==> config.mk <==
export PLATFORM = sky130hd
export DESIGN_NAME = ppw_post
export DESIGN_NICKNAME = d
export VERILOG_FILES = /design/src/rtl/assert_macros.svh /design/src/rtl/ppw_pkg.sv /design/src/rtl/ppw_post.sv
export SDC_FILE = /design/constraint.sdc
export NUM_CORES = 1
export LEC_CHECK = 0
export ABC_AREA = 0
export ABC_CLOCK_PERIOD_IN_PS = 11900
export BUFFER_PORTS_ARGS = -buffer_cell sky130_fd_sc_hd__buf_4
export CORE_ASPECT_RATIO = 1.1
export CORE_MARGIN = 5
export CORE_UTILIZATION = 60
export DETAILED_ROUTE_END_ITERATION = 8
export PLACE_DENSITY = 0.82
export REMOVE_ABC_BUFFERS = 1
export SLEW_MARGIN = 20
export SYNTH_ARGS = -nofsm -noshare
export SYNTH_HDL_FRONTEND = slang
export SYNTH_SLANG_ARGS = --single-unit
==> constraint.sdc <==
create_clock -name clk -period 11.9 [get_ports clk]
set_input_delay 0.595 -clock clk [delete_from_list [all_inputs] [get_ports clk]]
set_output_delay 0.595 -clock clk [all_outputs]
set_load 0.05 [all_outputs]
==> src/rtl/assert_macros.svh <==
// Assertion macros shared by the polyline proximity warning RTL.
// Needs a clock named clk and an active-low reset named rst_n in scope.
`ifndef ASSERT_MACROS_SVH
`define ASSERT_MACROS_SVH

// Checked only outside reset.
`define PPW_ASSERT(lbl, prop, msg) \
  lbl: assert property (@(posedge clk) disable iff (!rst_n) prop) else $error(msg);

// Checked at every edge, reset included.
`define PPW_ASSERT_ALWAYS(lbl, prop, msg) \
  lbl: assert property (@(posedge clk) prop) else $error(msg);

`endif

==> src/rtl/ppw_pkg.sv <==
// Package for the polyline proximity warning core: widths, types, codes
// and the power-up vertex list. No dependencies.
package ppw_pkg;

  localparam int MaxPoints = 64;
  localparam int IdxW      = $clog2(MaxPoints);
  localparam int CntW      = $clog2(MaxPoints + 1);
  localparam int CoordW    = 23;
  localparam int DistW     = 23;
  localparam int LevelW    = 8;
  localparam int StepW     = 16;
  localparam int PointsW   = 7;
  localparam int D2W       = 48;
  localparam int CfgW      = 23;
  localparam logic [DistW-1:0] DistSat = {DistW{1'b1}};
  localparam logic [LevelW-1:0] LevelMax = {LevelW{1'b1}};

  typedef logic signed [CoordW-1:0] coord_t;

  typedef struct packed {
    coord_t z;
    coord_t x;
  } vtx_t;

  typedef struct packed {
    vtx_t   a;
    vtx_t   b;
    coord_t px;
    coord_t pz;
  } seg_req_t;

  typedef struct packed {
    logic                shoot;
    logic [LevelW-1:0]   level;
    logic [DistW-1:0]    distance;
  } post_res_t;

  typedef enum logic [1:0] {
    CFG_POINTS = 2'd0,
    CFG_WARN   = 2'd1,
    CFG_SHOOT  = 2'd2,
    CFG_STEP   = 2'd3
  } cfg_idx_t;

  typedef enum logic [2:0] {
    ST_IDLE, ST_LDA, ST_LDB, ST_SEG, ST_PGO, ST_PWAIT
  } core_st_t;

  typedef enum logic [2:0] {
    SG_IDLE, SG_MUL, SG_DECIDE, SG_SQ, SG_DIV, SG_DONE
  } seg_st_t;

  typedef enum logic [2:0] {
    PS_IDLE, PS_SQRT, PS_LVL, PS_DIV, PS_DONE
  } post_st_t;

  function automatic vtx_t mk(input int x, input int z);
    vtx_t v;
    v.x = CoordW'(x);
    v.z = CoordW'(z);
    return v;
  endfunction

  function automatic vtx_t default_vtx(input logic [IdxW-1:0] idx);
    vtx_t v;
    case (idx)
      IdxW'(0):  v = mk(463514, 10242);
      IdxW'(1):  v = mk(447635, 43372);
      IdxW'(2):  v = mk(422854, 80376);
      IdxW'(3):  v = mk(395615, 119266);
      IdxW'(4):  v = mk(353598, 164106);
      IdxW'(5):  v = mk(301474, 210170);
      IdxW'(6):  v = mk(243472, 251699);
      IdxW'(7):  v = mk(204589, 261542);
      IdxW'(8):  v = mk(169986, 281409);
      IdxW'(9):  v = mk(155606, 281640);
      IdxW'(10): v = mk(130105, 262397);
      IdxW'(11): v = mk(86045, 277955);
      IdxW'(12): v = mk(77895, 303924);
      IdxW'(13): v = mk(65749, 307145);
      IdxW'(14): v = mk(32520, 312147);
      IdxW'(15): v = mk(6719, 312634);
      IdxW'(16): v = mk(-74503, 309554);
      IdxW'(17): v = mk(-154066, 327931);
      IdxW'(18): v = mk(-237473, 324286);
      IdxW'(19): v = mk(-314510, 292470);
      IdxW'(20): v = mk(-394557, 255762);
      IdxW'(21): v = mk(-433098, 214094);
      IdxW'(22): v = mk(-496714, 172785);
      IdxW'(23): v = mk(-529550, 103994);
      IdxW'(24): v = mk(-529058, 49632);
      IdxW'(25): v = mk(-510842, -45606);
      IdxW'(26): v = mk(-475081, -80652);
      IdxW'(27): v = mk(-448110, -179147);
      IdxW'(28): v = mk(-378002, -228016);
      IdxW'(29): v = mk(-297092, -306554);
      IdxW'(30): v = mk(-197318, -373503);
      IdxW'(31): v = mk(-62885, -391733);
      IdxW'(32): v = mk(39013, -397528);
      IdxW'(33): v = mk(185182, -383001);
      IdxW'(34): v = mk(389778, -315910);
      IdxW'(35): v = mk(447219, -255278);
      IdxW'(36): v = mk(489909, -187302);
      IdxW'(37): v = mk(481841, -53135);
      default:   v = '0;
    endcase
    return v;
  endfunction

endpackage

==> src/rtl/ppw_post.sv <==
// Distance and level stage: bit-serial integer square root, then a
// restoring divide for the warning level; the shoot check is a compare. Uses ppw_pkg.
module ppw_post (
  input  logic                      clk,
  input  logic                      rst_n,
  input  logic                      start,
  input  logic [ppw_pkg::D2W-1:0]   d2,
  input  logic                      d2_vld,
  input  logic                      god,
  input  logic [ppw_pkg::DistW-1:0] warn,
  input  logic [ppw_pkg::DistW-1:0] shoot_dist,
  input  logic [ppw_pkg::StepW-1:0] step,
  input  logic                      ack,
  output logic                      res_vld,
  output ppw_pkg::post_res_t        res
);

  localparam int RW = ppw_pkg::D2W / 2;
  localparam int DW = ppw_pkg::DistW;
  localparam int SW = ppw_pkg::StepW;
  localparam logic [4:0] SqrtLast = 5'(RW - 1);
  localparam logic [4:0] DivLast  = 5'(DW - 1);

  ppw_pkg::post_st_t st_r, st_nxt;
  logic [4:0]          cnt_r;
  logic [ppw_pkg::D2W-1:0] v_r;
  logic [RW-1:0]       root_r;
  logic [RW+1:0]       srem_r;
  logic [RW+2:0]       st_t, st_trial;
  logic                sbit;
  logic [DW-1:0]       dist_r, dq_r, dq_nxt;
  logic [SW-1:0]       drem_r, dv_r;
  logic [SW:0]         dt;
  logic                dbit;
  logic                god_r;
  ppw_pkg::post_res_t  res_r;

  always_comb begin
    st_nxt = st_r;
    case (st_r)
      ppw_pkg::PS_IDLE: begin
        if (start) st_nxt = d2_vld ? ppw_pkg::PS_SQRT : ppw_pkg::PS_LVL;
      end
      ppw_pkg::PS_SQRT: if (cnt_r == SqrtLast) st_nxt = ppw_pkg::PS_LVL;
      ppw_pkg::PS_LVL:  st_nxt = (dist_r <= warn) ? ppw_pkg::PS_DIV : ppw_pkg::PS_DONE;
      ppw_pkg::PS_DIV:  if (cnt_r == DivLast) st_nxt = ppw_pkg::PS_DONE;
      ppw_pkg::PS_DONE: if (ack) st_nxt = ppw_pkg::PS_IDLE;
      default:          st_nxt = ppw_pkg::PS_IDLE;
    endcase
  end

  always_ff @(posedge clk) begin
    if (!rst_n) st_r <= ppw_pkg::PS_IDLE;
    else        st_r <= st_nxt;
  end

  assign st_t     = {srem_r[RW:0], v_r[ppw_pkg::D2W-1 -: 2]};
  assign st_trial = (RW+3)'({root_r, 2'b01});
  assign sbit     = (st_t >= st_trial);
  assign dt       = {drem_r, dq_r[DW-1]};
  assign dbit     = (dt >= (SW+1)'(dv_r));
  assign dq_nxt   = {dq_r[DW-2:0], dbit};

  always_ff @(posedge clk) begin
    case (st_r)
      ppw_pkg::PS_IDLE: begin
        cnt_r  <= '0;
        god_r  <= god;
        v_r    <= d2;
        root_r <= '0;
        srem_r <= '0;
        dist_r <= ppw_pkg::DistSat;
      end
      ppw_pkg::PS_SQRT: begin
        cnt_r  <= cnt_r + 5'd1;
        v_r    <= v_r << 2;
        root_r <= {root_r[RW-2:0], sbit};
        srem_r <= sbit ? (RW+2)'(st_t - st_trial) : st_t[RW+1:0];
        if (cnt_r == SqrtLast) begin
          if ({root_r[RW-2:0], sbit} > RW'(ppw_pkg::DistSat)) dist_r <= ppw_pkg::DistSat;
          else dist_r <= DW'({root_r[RW-2:0], sbit});
        end
      end
      ppw_pkg::PS_LVL: begin
        cnt_r          <= '0;
        dq_r           <= warn - dist_r;
        drem_r         <= '0;
        dv_r           <= (step == '0) ? SW'(1) : step;
        res_r.distance <= dist_r;
        res_r.level    <= '0;
        res_r.shoot    <= (dist_r <= warn) && (dist_r <= shoot_dist) && !god_r;
      end
      ppw_pkg::PS_DIV: begin
        cnt_r  <= cnt_r + 5'd1;
        dq_r   <= dq_nxt;
        drem_r <= dbit ? SW'(dt - (SW+1)'(dv_r)) : dt[SW-1:0];
        if (cnt_r == DivLast) begin
          if (dq_nxt == '0)                  res_r.level <= ppw_pkg::LevelW'(1);
          else if (dq_nxt > DW'(ppw_pkg::LevelMax)) res_r.level <= ppw_pkg::LevelMax;
          else                               res_r.level <= dq_nxt[ppw_pkg::LevelW-1:0];
        end
      end
      default: ;
    endcase
  end

  assign res_vld = (st_r == ppw_pkg::PS_DONE);
  assign res     = res_r;

endmodule

==> results of run 1 <==
flip-flops by register name (all words and copies together) (netlist names):
signal and flops:
cnt_r 5, dist_r 23, dq_r 23, drem_r 16, dv_r 16, god_r 1
res 32, root_r 24, srem_r 25, st_r 3, v_r 48
path summary, 6_finish.rpt:
check                             endpoint  slack [ns]  cells after the start
hold reg to reg          res[11]$_DFFE_PP_        0.49                      0
setup / recovery  srem_r[12]$_SDFFCE_PN0P_        8.57                     11
hold / removal             god_r$_DFFE_PN_        0.26                      1
setup reg to reg  srem_r[12]$_SDFFCE_PN0P_        8.57                     11
worst max-delay path, stage by stage, from the launching register on:
cell and delay [ns]:
edfxtp_1 0.36, inv_1 0.10, ha_1 0.29, a21oi_1 0.24
o211ai_1 0.16, a2111oi_2 0.48, nor3_2 0.13, o21bai_1 0.19
o21ba_1 0.36, buf_4 0.40, mux2i_1 0.24, nor2_1 0.07
through the flow:
step	cells	hold WS, ns	area (um2)	setup WS (ns)
global route	1651	0.249	14600	8.29
CTS	1651	0.244	14600	8.55
global placement	1612	0.480	13900	8.69
finish	1651	0.262	14600	8.57
floorplan	1198	0.454	12300	6.91
detailed placement	1612	0.485	13900	8.55
synth_stat cells, types with 22 or more instances:
master / number
xor2_1: 22
o21ai_0: 38
nand2_1: 222
clkbuf_1: 42
inv_1: 106
mux2i_1: 30
ha_1: 90
a21o_1: 27
edfxtp_1: 213
a21oi_1: 77
xnor2_1: 22
nor2_1: 131
cells by family after synthesis:
kind of cell               Yosys count  synth area share
and+or+nand+nor                    474             0.165
AOI/OAI and AO/OA                  235             0.122
DFF                                216             0.515
buffers and inverters              158            0.0493
adders and majority gates           92            0.0931
xor gates and xnor gates            44            0.0308
muxes                               30            0.0240
per-layer routing:
| metal | vias up | global-route usage |
|---|---|---|
| li1 | 4672 | - |
| met1 | 4430 | 0.287 |
| met2 | 297 | 0.405 |
| met3 | 43 | 0.0306 |
| met4 | 0 | 0.0631 |
| met5 | - | 0 |
final cells by class:
cell class	count	area [um2]
tap	256	320
clock buffer	26	629
clock inverter	13	83.8
inverter	107	402
sequential	216	6460
multi-input combinational	875	5490
fill	1561	6000
timing repair buffer	158	1190
power groups by stage:
stage               registers [mW]  logic [mW]  clock network (mW)
detailed placement            1.08        1.02                   0
CTS                           1.07        1.03               0.696
global route                  1.08        1.15               0.731
global placement              1.07       0.997                   0
floorplan                     1.09       0.774                   0
finish                        1.07        1.03               0.684
==> impl_metrics.csv, run 1 <==
group,metric,value,unit
global_route,grt_overflow,0,
timing,max-slew-margin-rel,0.320,
cts,insertion_delay,0.52,ns
power_and_ir_drop,powerDensity,191,nW/um2
cts,numCtsBuffers,24,
final_layout,n_antenna_cell,0,
yosys,synth_flop_cell,"edfxtp_1",
yosys,synth-seq-area-share,0.515,
power_and_ir_drop,combPwrFrac,0.371,
timing,hold_violations,0,
yosys,avgSynthCellArea,10.0,um2
floorplanning,die-area,23900,um2
worst_setup_path,timing.rr.start,"root_r[4]$_SDFFCE_PN0P_",
yosys,synth_cells,1249,
floorplanning,core,20600,um2
timing,final.setup.tns,0,ns
power_and_ir_drop,switching_power,0.952,mW
cts,clock_path_buffers,3,
yosys,ys_ff_latch,216,
power_and_ir_drop,leakage,6.40,nW
worst_setup_path,worstSetupStartpointType,"register",
final_layout,layout_common_cells,"nand2_1 (222), edfxtp_1 (213), buf_4 (158), nor2_1 (126), inv_1 (105)",
timing,finalSetupViolations,0,
worst_setup_path,critPathArrivalTime,3.55,ns
cts,htreeDepth,1,
floorplanning,die_w,148,um
final_layout,drive_above_1_share,0.146,
global_route,grt_pass1_wl,44500,um
detailed_routing,drtPass1Iterations,5,
timing,fin_crit,3.33,ns
yosys,synth-edff-count,213,
worst_setup_path,criticalPathCategory,"reg2reg",
worst_setup_path,cp_max_fo,26,
flow_run,max-cap-violations,0,
power_and_ir_drop,pwr-share-clk,0.246,
place,gp_congestion,0.886,
place,dpl.hpwl,20300,um
min_path,min_from,"god",
yosys,yosys.area.top_type,"edfxtp_1",
detailed_routing,m1WireLength,11400,um
yosys,yosys.area.top_type_share,0.511,
final_layout,final_common_cell,"nand2_1",
final_layout,utilization,0.708,
cts,cts-root-buf,"clkbuf_16",
yosys,yosysWarnings,0,
global_route,grt_max_degree,98,
timing,fin_crit_sh,0.279,
detailed_routing,routed-wl-met2,14100,um
floorplanning,rows,55,
global_route,antenna_found_initial,0,
worst_setup_path,crit_path_end_kind,"register",
worst_setup_path,cp-startpoint,"root_r[4]$_SDFFCE_PN0P_",
floorplanning,pin_count,149,
min_path,hold_path.class,"in2reg",
cts,postCtsSetupBuffers,0,
cts,postCtsHoldBufs,0,
final_layout,fin_nets,1590,
place,port_buffers,148,
power_and_ir_drop,finalPower,2.78,mW
worst_setup_path,cp.required,12.13,ns
detailed_routing,dr_wl_met3,1690,um
timing,clock_skew,0.0164,ns
cts,cts.sinks,216,
timing,tightestPinTransition,1.02,ns
cts,cts_tree,"built",
floorplanning,die_h,162,um
detailed_routing,drt_iter0_drc,686,
yosys,synthTopCellsByArea,"edfxtp_1 (51%), ha_1 (9.0%), nand2_1 (6.7%)",
detailed_routing,routedWlPerCell,16.9,um
timing,slew_viol_final,0,
power_and_ir_drop,intPower,1.83,mW
floorplanning,start_util,0.609,
final_layout,area_delta_synth_final,16.3,%
detailed_routing,highest_layer,"met4",
cts,cts_resized,0,
timing,grt_setup_unrepaired,"no",
detailed_routing,vias,9442,
global_route,grt_usage,0.226,
detailed_routing,routed_wl,27800,um
global_route,grt_pass1_vias,9195,
power_and_ir_drop,p_seq_frac,0.383,
yosys,synth_cell_type_count,73,
yosys,syn_area,12500,um2
timing,timing.fmax,0.301,GHz
detailed_routing,ant_nets,0,
yosys,async_flop_share,0,
detailed_routing,routed_via_density,5.72,
cts,clk_pin_slew_worst_paths,0.06,ns
power_and_ir_drop,p_sw_frac,0.342,
run_status,status,"finished clean",
detailed_routing,route.detailed.drc,0,
power_and_ir_drop,ir_drop,0.000132,V
(Power assumes the default switching activity.)
==> run 2: changes to the inputs <==
Settings changed: ABC_CLOCK_PERIOD_IN_PS 11900 to 2800, CORE_UTILIZATION 60 to 54, PLACE_DENSITY 0.82 to 0.78.
Clock period 11.9 ns to 2.8 ns, I/O delays scaled along.
==> run 2 against run 1 <==
  * The flow now finishes with violations (setup timing)
  * Critical path depth is 1 lower
  * Count of clock-buffer cells in the layout grew 8
  * Flip-flop and latch count did not move
  * Global-route usage increased by 0.75 points
  * Register-to-register slack worse by 8.6 ns
  * Setup slack worse by 8.6 ns
  * Wire length increased by 15%
  * Non-clock buffer count up 120
==> impl_metrics.csv, run 2 (synthesis gave the netlist of run 1 again) <==
group,metric,value,unit
power_and_ir_drop,leakage,7.03,nW
cts,cts-root-buf,"clkbuf_16",
floorplanning,rows,58,
floorplanning,start_util,0.548,
run_status,status,"complete, but fails checks",
place,dpl.hpwl,22200,um
cts,cts.sinks,216,
place,gp_congestion,0.903,
floorplanning,pin_count,149,
detailed_routing,vias,10100,
final_layout,fin_cells,1820,
worst_setup_path,reg2regPathDepth,10,
timing,hold_violations,0,
timing,final.setup.tns,-0.0103,ns
final_layout,multi_input_area,5740,um2
global_route,grt_pass1_wl,49900,um
detailed_routing,ant_nets,0,
cts,insertion_delay,0.52,ns
timing,timing.fmax,0.356,GHz
detailed_routing,route.detailed.drc,0,
timing,fin_crit,2.81,ns
power_and_ir_drop,intPower,8.70,mW
detailed_routing,routed_wl,32000,um
final_layout,area_delta_synth_final,28.5,%
timing,fin_crit_sh,1.00,
global_route,grt_pass1_vias,10100,
detailed_routing,routed_via_density,5.52,
cts,clock_path_buffers,3,
timing,clock_skew,0.0145,ns
final_layout,regArea,6460,um2
worst_setup_path,cp-startpoint,"srem_r[4]$_SDFFCE_PN0P_",
power_and_ir_drop,p_seq_frac,0.344,
timing,slew_viol_final,0,
timing,max-slew-margin-rel,0.439,
final_layout,largest_reg_flops,48,
cts,numCtsBuffers,24,
global_route,grt_usage,0.233,
cts,htreeDepth,1,
floorplanning,core,22900,um2
final_layout,fin_nets,1710,
cts,cts_tree,"built",
final_layout,n_antenna_cell,0,
floorplanning,die_h,170,um
final_layout,final_common_cell,"nand2_1",
worst_setup_path,worstSetupStartpointType,"register",
cts,clk_pin_slew_worst_paths,0.06,ns
global_route,antenna_found_initial,0,
detailed_routing,routedWlPerCell,17.6,um
power_and_ir_drop,ir_drop,0.000536,V
min_path,hold_path_end,"st_r[0]$_SDFFE_PN0P_",
timing,finalSetupViolations,1,
floorplanning,die-area,26400,um2
worst_setup_path,crit_path_end_kind,"register",
final_layout,regMostFlops,"v_r",
worst_setup_path,cp_max_fo,11,
power_and_ir_drop,pwr-share-clk,0.241,
final_layout,nFillCells,1630,
min_path,worstHoldPathCells,3,
detailed_routing,drtPass1Iterations,5,
floorplanning,die_w,155,um
detailed_routing,drt_iter0_drc,573,
min_path,hold_path.class,"in2reg",
worst_setup_path,cp.required,3.15,ns
worst_setup_path,critPathArrivalTime,3.16,ns
timing,tightestPinTransition,0.833,ns
power_and_ir_drop,combPwrFrac,0.415,
timing,grt_setup_unrepaired,"yes",
timing,fin_ws,-0.0103,ns
final_layout,drive_above_1_share,0.199,
min_path,min_from,"start",
place,port_buffers,148,
worst_setup_path,timing.rr.start,"srem_r[4]$_SDFFCE_PN0P_",
global_route,grt_overflow,0,
power_and_ir_drop,finalPower,13.2,mW
worst_setup_path,criticalPathCategory,"reg2reg",
worst_setup_path,rr_endpoint,"srem_r[17]$_SDFFCE_PN0P_",
final_layout,layout_common_cells,"nand2_1 (222), edfxtp_1 (213), buf_4 (203), nor2_1 (126), inv_1 (103)",
power_and_ir_drop,switching_power,4.50,mW
flow_run,max-cap-violations,0,
run_status,violations,"setup timing",
worst_setup_path,r2r_slack,-0.01,ns
global_route,grt_max_degree,40,
place,dp_cells,1700,
power_and_ir_drop,powerDensity,820,nW/um2
place,pre_cts_ws,-0.0797,ns
power_and_ir_drop,p_sw_frac,0.341,
-- run 2: power groups by stage --
stage / registers [mW] / clock network [mW] / logic, mW
floorplan: 4.62 / 0 / 3.29
global placement: 4.56 / 0 / 4.70
detailed placement: 4.58 / 0 / 4.83
CTS: 4.53 / 3.22 / 5.03
global route: 4.59 / 3.36 / 5.99
finish: 4.54 / 3.18 / 5.48
-- run 2: metrics by stage --
step | instance area [um2] | hold slack [ns] | util
2_1_floorplan | 12300 | 0.239 | -
3_3_place_gp | 14300 | 0.328 | 0.626
3_5_place_dp | 14300 | 0.331 | 0.626
4_1_cts | 15900 | 0.0453 | 0.693
5_1_grt | 16100 | 0.0941 | 0.704
6_report | 16100 | 0.0688 | 0.704
-- run 2: how the worst max path moves through the flow --
stage | end | slack (ns) | cells past startpoint
floorplan | root_r[0]$_SDFFCE_PN0P_ | -2.19 | 1
global route | srem_r[12]$_SDFFCE_PN0P_ | -0.15 | 12
CTS | srem_r[13]$_SDFFCE_PN0P_ | 0.002 | 11
detailed placement | res[31]$_DFFE_PP_ | -0.08 | 10
global placement | res[31]$_DFFE_PP_ | -0.09 | 10
finish | srem_r[17]$_SDFFCE_PN0P_ | -0.01 | 10
-- run 2: layout make-up --
class | instances | area share
Tap cell | 300 | 0.0233
Timing Repair Buffer | 278 | 0.145
Clock inverter | 10 | 0.00653
Inverter | 107 | 0.0249
Clock buffer | 34 | 0.0428
Multi-Input combinational cell | 875 | 0.357
Sequential cell | 216 | 0.401
-- run 2: worst max-delay path: stages (launching register included) --
cell,delay [ns]
edfxtp_1,0.45
ha_4,0.33
o21ai_2,0.06
a221oi_2,0.40
a2111oi_4,0.13
nor3_2,0.21
o21bai_1,0.13
o21ba_4,0.24
buf_12,0.14
or3b_4,0.40
a21oi_2,0.16
-- run 2: repair_timing --
item	in CTS	in global routing
endpoints found under the hold margin	68	0
setup endpoints to repair	15	47
buffers inserted	0	8
pin swaps	5	22
resized for setup	16	40
hold buffers	68	0
gates cloned	0	0
-- run 2: routing by layer --
layer	vias to the layer above	part of all wire	track usage
li1	4919	-	-
met1	4768	0.38	0.278
met2	296	0.52	0.430
met3	72	0.061	0.0332
met4	0	0.036	0.0826
met5	-	0	0
==> run 3: changes to the inputs <==
Settings changed: ABC_CLOCK_PERIOD_IN_PS 2800 to 2700, CORE_UTILIZATION 54 to 59, PLACE_DENSITY 0.78 to 0.81.
Clock period 2.8 ns to 2.7 ns, I/O delays scaled along.
==> run 3 against run 2 <==
  * The run still ends with setup timing left
  * Setup slack worse by 0.045 ns
  * Register-to-register slack worse by 0.05 ns
  * Power up 3.9%
  * Clock skew down 0.0036 ns
  * Critical path depth unchanged
  * Critical path type unchanged
  * Critical endpoint is now srem_r[6]$_SDFFCE_PN0P_
  * Largest cell class unchanged
==> impl_metrics.csv, run 3 (synthesis gave the netlist of run 1 again) <==
group,metric,value,unit
run_status,status,"complete, but fails checks",
run_status,violations,"setup timing",
worst_setup_path,worstSetupStartpointType,"register",
power_and_ir_drop,combPwrFrac,0.435,
timing,fin_crit_sh,1.02,
floorplanning,rows,56,
global_route,grt_pass1_wl,50300,um
worst_setup_path,crit_chain,"ha_4 -> a21oi_4 -> o211ai_1 -> a2111oi_4 -> nor3_2 -> o21bai_1 -> o21ba_4 -> buf_6 -> mux2i_1 -> nor2_1",
final_layout,final_common_cell,"buf_4",
worst_setup_path,cp_max_fo,12,
cts,cts.sinks,216,
detailed_routing,ant_nets,0,
final_layout,fin_cells,1844,
detailed_routing,vias,10300,
timing,max-slew-margin-rel,0.570,
flow_run,max-cap-violations,0,
worst_setup_path,cp-startpoint,"srem_r[4]$_SDFFCE_PN0P_",
power_and_ir_drop,powerDensity,834,nW/um2
worst_setup_path,cp-endpoint,"srem_r[6]$_SDFFCE_PN0P_",
power_and_ir_drop,p_sw_frac,0.344,
worst_setup_path,reg2regPathDepth,10,
global_route,grt_overflow,0,
final_layout,area_delta_synth_final,31.2,%
worst_setup_path,path_depth,10,
detailed_routing,drtPass1Iterations,5,
cts,clk_pin_slew_worst_paths,0.06,ns
cts,numCtsBuffers,23,
timing,timing.fmax,0.363,GHz
cts,htreeDepth,1,
cts,insertion_delay,0.52,ns
timing,hold_violations,0,
worst_setup_path,cp.required,2.96,ns
floorplanning,die-area,24300,um2
worst_setup_path,rr_endpoint,"srem_r[6]$_SDFFCE_PN0P_",
min_path,min_from,"start",
place,dpl.hpwl,21900,um
final_layout,fin_nets,1746,
detailed_routing,routed_wl,32400,um
floorplanning,core,21100,um2
worst_setup_path,critPathArrivalTime,3.02,ns
final_layout,layout_common_cells,"buf_4 (237), nand2_1 (222), edfxtp_1 (213), nor2_1 (126), inv_1 (102)",
final_layout,n_antenna_cell,0,
floorplanning,die_h,163,um
timing,finalSetupViolations,4,
detailed_routing,drt_iter0_drc,896,
floorplanning,pin_count,149,
power_and_ir_drop,leakage,7.19,nW
global_route,grt_usage,0.257,
min_path,hold_path.class,"in2reg",
worst_setup_path,criticalPathCategory,"reg2reg",
floorplanning,die_w,149,um
place,dp_cells,1716,
timing,clock_skew,0.0108,ns
place,pre_cts_ws,-0.157,ns
power_and_ir_drop,pwr-share-clk,0.221,
final_layout,regMostFlops,"v_r",
timing,fin_ws,-0.0554,ns
global_route,grt_pass1_vias,10200,
worst_setup_path,r2r_slack,-0.06,ns
timing,tightestPinTransition,0.640,ns
timing,slew_viol_final,0,
final_layout,largest_reg_flops,48,
detailed_routing,route.detailed.drc,0,
worst_setup_path,timing.rr.start,"srem_r[4]$_SDFFCE_PN0P_",
worst_setup_path,critPathSlowestCell,"edfxtp_1",
cts,cts-root-buf,"clkbuf_16",
timing,grt_setup_unrepaired,"yes",
place,gp_congestion,0.926,
cts,clock_path_buffers,3,
worst_setup_path,slowest_delay,0.44,ns
detailed_routing,routed_via_density,5.58,
timing,fin_crit,2.76,ns
place,port_buffers,148,
final_layout,drive_above_1_share,0.228,
power_and_ir_drop,ir_drop,0.000721,V
detailed_routing,routedWlPerCell,17.6,um
power_and_ir_drop,switching_power,4.72,mW
power_and_ir_drop,p_seq_frac,0.344,
floorplanning,start_util,0.594,
worst_setup_path,critPathBufInv,1,
global_route,antenna_found_initial,0,
worst_setup_path,crit_family,"compound AO/OA/AOI/OAI gates",
cts,cts_tree,"built",
power_and_ir_drop,intPower,9.00,mW
global_route,grt_max_degree,98,
worst_setup_path,crit_path_end_kind,"register",
run 3: cell count changes in the layout (fill, tap and decap cells not counted), sizes merged:
cell      change
buf          +37
clkbuf        -3
bufinv        -1
clkinv        +1
clkinvlp      -1
inv           +1
run 3: how the worst min path moves through the flow:
stage / to / slack, ns / depth (start not counted)
3_5_place_dp: god_r$_DFFE_PN_ / 0.32 / 1
5_1_grt: st_r[0]$_SDFFE_PN0P_ / 0.07 / 3
4_1_cts: st_r[0]$_SDFFE_PN0P_ / 0.03 / 3
3_3_place_gp: god_r$_DFFE_PN_ / 0.32 / 1
6_report: st_r[0]$_SDFFE_PN0P_ / 0.06 / 3
2_1_floorplan: dv_r[10]$_SDFFCE_PN0P_ / 0.23 / 0
run 3: area by class of cell:
class,instances,area (um2)
Timing Repair Buffer,315,2630
Tap cell,290,363
Fill cell,1299,4650
Inverter,107,402
Clock buffer,31,626
Multi-Input combinational cell,875,5890
Sequential cell,216,6460
Clock inverter,10,78.8
run 3: through the flow:
step | instance area [um2] | TNS, ns | hold WS, ns | power, mW | util
after floorplan | 12300 | -284.08 | 0.234 | 8.20 | -
after global placement | 14500 | -1.01 | 0.316 | 9.71 | 0.687
after detailed placement | 14500 | -2.83 | 0.316 | 9.88 | 0.687
after CTS | 16100 | -0.0469 | 0.0317 | 13.2 | 0.762
after global routing | 16400 | -2.16 | 0.0655 | 14.5 | 0.780
final | 16400 | -0.113 | 0.0588 | 13.7 | 0.780
run 3: per-layer routing:
layer / part of all wire / vias to the layer above / global-route usage / routed length [um]
li1: - / 4989 / - / -
met4: 0.033 / 0 / 0.0853 / 1060
met1: 0.38 / 4912 / 0.303 / 12300
met3: 0.051 / 79 / 0.0295 / 1660
met2: 0.54 / 313 / 0.484 / 17400
met5: 0 / - / 0 / 0
run 3: what timing repair did:
action	CTS	global route
gates resized for setup	32	61
hold buffers	68	0
endpoints found under the setup margin	31	52
setup buffers	7	10
pin swaps	11	35
hold endpoints to repair	67	0
cloned	0	2
run 3: worst reg2reg max path, delay by kind of cell (launching register included):
| family | cells | cell delay (ns) |
|---|---|---|
| AO/OA/AOI/OAI | 5 | 1.13 |
| flip-flops | 1 | 0.44 |
| adder cells (fa/ha/maj) | 1 | 0.29 |
| multiplexers | 1 | 0.28 |
| AND/OR/NAND/NOR | 2 | 0.18 |
| buffers and inverters | 1 | 0.18 |
run 3: power groups by stage:
stage | Sequential, mW | Clock, mW | Combinational (mW)
detailed placement | 4.75 | 0 | 5.14
global placement | 4.72 | 0 | 4.99
global route | 4.76 | 3.22 | 6.52
finish | 4.71 | 3.04 | 5.97
CTS | 4.69 | 3.06 | 5.50
floorplan | 4.79 | 0 | 3.41
